File: src/hdl/pca_pkg.sv
// Package for the PCA subspace projection unit.
// Holds field widths, function codes, sequencer states and the operation
// structs of the top level and the arithmetic unit; the checker uses the widths and function codes.
`default_nettype none

package pca_pkg;

  localparam int FUNC_W      = 2;
  localparam int INDEX_W     = 10;
  localparam int COLUMN_W    = 6;
  localparam int VALUE_W     = 16;
  localparam int KEEP_W      = 7;
  localparam int COEF_IDX_W  = 6;
  localparam int COEF_W      = 32;
  localparam int ACC_W       = 48;
  localparam int PROD_W      = 64;
  localparam int DIFF_W      = 17;

  localparam logic [KEEP_W-1:0] KEEP_RESET = 7'd32;

  typedef enum logic [FUNC_W-1:0] {
    FUNC_MEAN   = 2'd0,
    FUNC_BASIS  = 2'd1,
    FUNC_SAMPLE = 2'd2
  } func_t;

  typedef enum logic [3:0] {
    S_IDLE,
    S_DIFF,
    S_MAC,
    S_ENER,
    S_DRAIN,
    E_READ,
    E_COEF,
    E_WAIT,
    E_PUSH
  } state_t;

  typedef enum logic [1:0] {
    OP_ACC,
    OP_ENERGY,
    OP_RESID
  } op_kind_t;

  typedef struct packed {
    logic                     vld;
    op_kind_t                 kind;
    logic [COEF_IDX_W-1:0]    tag;
    logic                     chain;
    logic                     sub;
    logic signed [COEF_W-1:0] a;
    logic signed [COEF_W-1:0] b;
    logic signed [ACC_W-1:0]  acc;
  } mac_op_t;

  typedef struct packed {
    logic                    vld;
    op_kind_t                kind;
    logic [COEF_IDX_W-1:0]   tag;
    logic signed [ACC_W-1:0] value;
  } mac_res_t;

endpackage

`default_nettype wire

File: src/hdl/pca_mac_unit.sv
// Shared two-stage multiply and saturating accumulate unit.
// Stage one registers a 32 by 32 signed product, stage two adds or
// subtracts it against an accumulator or its own last result. Uses pca_pkg.
`default_nettype none

module pca_mac_unit (
  input  wire logic              clk,
  input  wire logic              rst_n,
  input  wire pca_pkg::mac_op_t  op,
  output pca_pkg::mac_res_t      res
);

  localparam int SUM_W = pca_pkg::PROD_W + 2;
  localparam logic signed [SUM_W-1:0] SAT_MAX = 66'sh0_0000_7FFF_FFFF_FFFF;
  localparam logic signed [SUM_W-1:0] SAT_MIN = -SAT_MAX - 66'sd1;

  logic                                s1_vld_r;
  pca_pkg::op_kind_t                   s1_kind_r;
  logic [pca_pkg::COEF_IDX_W-1:0]      s1_tag_r;
  logic                                s1_chain_r;
  logic                                s1_sub_r;
  logic signed [pca_pkg::PROD_W-1:0]   s1_prod_r;
  logic signed [pca_pkg::ACC_W-1:0]    s1_acc_r;

  logic                                res_vld_r;
  pca_pkg::op_kind_t                   res_kind_r;
  logic [pca_pkg::COEF_IDX_W-1:0]      res_tag_r;
  logic signed [pca_pkg::ACC_W-1:0]    res_val_r;
  logic signed [pca_pkg::ACC_W-1:0]    res_val_nxt;

  logic signed [pca_pkg::ACC_W-1:0]    base;
  logic signed [SUM_W-1:0]             sum;

  always_ff @(posedge clk) begin
    if (!rst_n) begin
      s1_vld_r  <= 1'b0;
      res_vld_r <= 1'b0;
    end else begin
      s1_vld_r  <= op.vld;
      res_vld_r <= s1_vld_r;
    end
  end

  always_ff @(posedge clk) begin
    if (op.vld) begin
      s1_kind_r  <= op.kind;
      s1_tag_r   <= op.tag;
      s1_chain_r <= op.chain;
      s1_sub_r   <= op.sub;
      s1_prod_r  <= op.a * op.b;
      s1_acc_r   <= op.acc;
    end
    if (s1_vld_r) begin
      res_kind_r <= s1_kind_r;
      res_tag_r  <= s1_tag_r;
      res_val_r  <= res_val_nxt;
    end
  end

  always_comb begin
    base = s1_chain_r ? res_val_r : s1_acc_r;
    if (s1_sub_r) begin
      sum = {{(SUM_W - pca_pkg::ACC_W){base[pca_pkg::ACC_W-1]}}, base}
          - {{2{s1_prod_r[pca_pkg::PROD_W-1]}}, s1_prod_r};
    end else begin
      sum = {{(SUM_W - pca_pkg::ACC_W){base[pca_pkg::ACC_W-1]}}, base}
          + {{2{s1_prod_r[pca_pkg::PROD_W-1]}}, s1_prod_r};
    end
    if (sum > SAT_MAX) begin
      res_val_nxt = SAT_MAX[pca_pkg::ACC_W-1:0];
    end else if (sum < SAT_MIN) begin
      res_val_nxt = SAT_MIN[pca_pkg::ACC_W-1:0];
    end else begin
      res_val_nxt = sum[pca_pkg::ACC_W-1:0];
    end
  end

  assign res.vld   = res_vld_r;
  assign res.kind  = res_kind_r;
  assign res.tag   = res_tag_r;
  assign res.value = res_val_r;

endmodule

`default_nettype wire

File: config.mk
export PLATFORM = sky130hd
export DESIGN_NAME = pca_mac_unit
export DESIGN_NICKNAME = d
export VERILOG_FILES = /design/src/hdl/pca_pkg.sv /design/src/hdl/pca_mac_unit.sv
export SDC_FILE = /design/constraint.sdc
export NUM_CORES = 2
export LEC_CHECK = 0
export BUFFER_PORTS_ARGS = -buffer_cell sky130_fd_sc_hd__buf_4
export CAP_MARGIN = 40
export CORE_ASPECT_RATIO = 1.25
export CORE_UTILIZATION = 57
export CTS_CLUSTER_SIZE = 40
export DETAILED_ROUTE_END_ITERATION = 16
export PLACE_DENSITY = 0.78
export SYNTH_ARGS = -nofsm -noshare
export SYNTH_HDL_FRONTEND = slang
export SYNTH_SLANG_ARGS = --single-unit
File: constraint.sdc
create_clock -name clk -period 28.3 [get_ports clk]
set_input_delay 7.075 -clock clk [delete_from_list [all_inputs] [get_ports clk]]
set_output_delay 7.075 -clock clk [all_outputs]
set_load 0.05 [all_outputs]
==> flow_summary.toml <==
[global_routing]
grt_max_degree = 70
grt_pass1_vias = 38400
grt-ovfl-total = 0
grt_pass1_wl_mm = 200
antenna_found_initial = 1
grt_usage = 0.300

[detailed_routing]
routed_wl_mm = 124
drtAntennaViolNets = 0
wire_per_inst_um = 20.3
vias_per_cell = 5.73
drt_iter0_drc = 2238
vias = 34900
post-route-drc-count = 0
first_pass_iters = 5

[sta]
grt_setup_unrepaired = "false"
timing.fmax_mhz = 67.4
finalHoldViolCount = 0
finalSetupTns_ns = 0
finalMaxSlewViolations = 0
skew_ns = 0.0146
period_share = 0.524
worst_pin_slew_ns = 0.848
relSlewSlack = 0.430
setup_viol = 0
period_needed_ns = 14.83

[clock_tree]
cts_resized = 0
cts_setup_buffers = 0
worstSkewPairLatency_ns = 0.47
cts-root-buf = "clkbuf_16"
htreeDepth = 4
clk_path_buf_depth = 2
ctsHoldBuffers = 0
clock-sinks = 180
path_clk_slew_ns = 0.08
cts_tree = "yes"
cts_buffers = 17

[yosys]
synth_cell_types = 80
synthArstFlopShare = 0
seq_area_frac_synth = 0.112
synth_warnings = 0
synth-main-ff-cell = "edfxtp_1"
synth_enable_flop_cells = 178
syn_nets = 6510
ys_ff_latch = 180
netlist_area_mm2 = 0.0482
syn_avg_cell_area_um2 = 9.54
syn_inst = 5053

[floorplan]
die_h_um = 327
die-area_mm2 = 0.0857
die_w_um = 262
io-pin-count = 182
rows = 118
coreArea_mm2 = 0.0833
initial_utilization = 0.579

[min_path]
hp-start = "s1_tag_r[4]$_DFFE_PP_"
worstHoldPathType = "reg -> reg"
whs_path_depth = 0
min_to = "res_tag_r[4]$_DFFE_PP_"

[finish]
layout.nets = 6458
final_cell_mix = "1,083 x fa_1, 1,018 x inv_1, 580 x nand2_1, 524 x and2_1, 249 x ha_1"
nFillCells = 7003
drive_above_1_share = 0.0610
area_delta_synth_final_pct = 4.94
layout_commonest_cell = "fa_1"
n_antenna_cell = 0

[critical_path]
end_kind = "flip-flop"
cp.required_ns = 28.52
r2r_end = "res_val_r[3]$_SDFFCE_PN1P_"
r2r_slack_ns = 20.13
ff2ff_path_depth = 24
crit_type = "in -> reg"
crit_arrival_ns = 15.04
cp-start-kind = "primary input"
r2r_start = "s1_prod_r[0]$_DFFE_PP_"
crit_path_max_fanout = 32

[placed_design]
port-buffer-count = 181
hpwl_mm = 100
gp_congestion = 1.02

[outcome]
status = "finished, final reports clean"

[run]
max-cap-violations = 0
==> how the worst max path moves through the flow <==
| stage | endpoint | depth (start not counted) | from | slack, ns |
|---|---|---|---|---|
| 6_report | s1_prod_r[61]$_DFFE_PP_ | 26 | op[53] | 13.47 |
| 5_1_grt | s1_prod_r[61]$_DFFE_PP_ | 24 | op[53] | 13.04 |
| 4_1_cts | s1_prod_r[61]$_DFFE_PP_ | 26 | op[53] | 13.50 |
| 3_5_place_dp | s1_prod_r[61]$_DFFE_PP_ | 26 | op[53] | 13.01 |
| 3_3_place_gp | s1_prod_r[61]$_DFFE_PP_ | 26 | op[53] | 13.23 |
| 2_1_floorplan | s1_prod_r[61]$_DFFE_PP_ | 23 | op[111] | 13.67 |
==> critical path: stages <==
cell      delay [ns]
buf_4           0.35
nand2_1         0.21
inv_1           0.13
fa_1            0.43
inv_1           0.21
fa_1            0.45
inv_1           0.21
fa_1            0.50
fa_1            0.98
inv_1           0.36
fa_1            0.56
inv_1           0.05
fa_1            0.47
inv_1           0.06
fa_1            0.50
fa_1            0.54
inv_1           0.04
ha_1            0.36
a21o_1          0.20
a21o_1          0.17
a21o_1          0.18
a21o_1          0.17
a21o_1          0.20
a21o_1          0.19
a211oi_1        0.33
xnor2_1         0.10
==> state kept, by name (all words and copies together) (netlist names) <==
signal and cells:
s1_kind_r 2, res_tag_r 6, res_vld_r 1, s1_acc_r 48
s1_tag_r 6, s1_sub_r 1, s1_vld_r 1, res_val_r 48
s1_chain_r 1, res_kind_r 2, s1_prod_r 64
==> metal layers <==
| metal | up-vias | part of all wire | global-route usage |
|---|---|---|---|
| met5 | - | 0.000097 | 0 |
| met4 | 2 | 0.045 | 0.126 |
| met3 | 325 | 0.078 | 0.0525 |
| met2 | 1496 | 0.50 | 0.525 |
| met1 | 17800 | 0.37 | 0.364 |
| li1 | 15300 | - | - |
==> cell type report <==
class                           count  area [µm²]  share of cell area
Multi-Input combinational cell   3593       38000               0.751
Sequential cell                   180        5390               0.107
Inverter                         1018        3820              0.0756
Timing Repair Buffer              191        1440              0.0284
Tap cell                         1080        1350              0.0267
Clock buffer                       17         425             0.00841
Clock inverter                     15         186             0.00369
==> logic make-up (layout without fill, tap and decap cells) <==
logic type                 Yosys count  after routing  share of synthesized area
and+or+nand+nor                   1487           1487                      0.156
adders and majority gates         1332           1332                      0.514
muxes                               57             57                     0.0131
xor gates and xnor gates           186            186                     0.0338
DFF                                180            180                      0.112
buffers and inverters             1280           1241                      0.101
AOI/OAI and AO/OA                  531            531                     0.0700
==> cell usage after synthesis (all sizes together) (5+ instances only) <==
cell,instances,area (µm²)
o21bai,16,120
edfxtp,178,5350
or3,13,81.3
nand2,580,2180
nor3,41,205
a21o,68,510
o211ai,23,173
clkbuf,249,936
a21boi,6,45.0
and2,524,3280
or2,6,37.5
nand4,34,213
a211oi,21,158
nand3,31,155
xnor2,148,1300
o211a,8,80.1
a221oi,6,52.6
a31o,7,61.3
nor2,132,495
and4,5,43.8
fa,1083,21700
a31oi,13,81.3
a2111oi,7,61.3
nor4,22,153
o21ai,128,678
o21a,20,150
buf,13,104
mux2,49,552
mux2i,8,80.1
a21oi,169,850
and3,15,93.8
ha,249,3120
nor2b,35,219
nand2b,27,169
or4,8,71.3
xor2,38,333
inv,1018,3820
==> stage by stage <==
step,utilization,setup WS [ns],cells,cell area (µm²),hold WS [ns]
floorplan,-,13.67,5053,48200,0.400
global placement,0.600,13.23,6061,50000,0.403
detailed placement,0.600,13.01,6062,50000,0.406
CTS,0.607,13.50,6094,50600,0.414
global route,0.607,13.04,6094,50600,0.429
finish,0.607,13.47,6094,50600,0.418
Power is left out: the tool's default activity adds up to more than one toggle a clock period on the data nets, which glitch-free logic cannot reach.
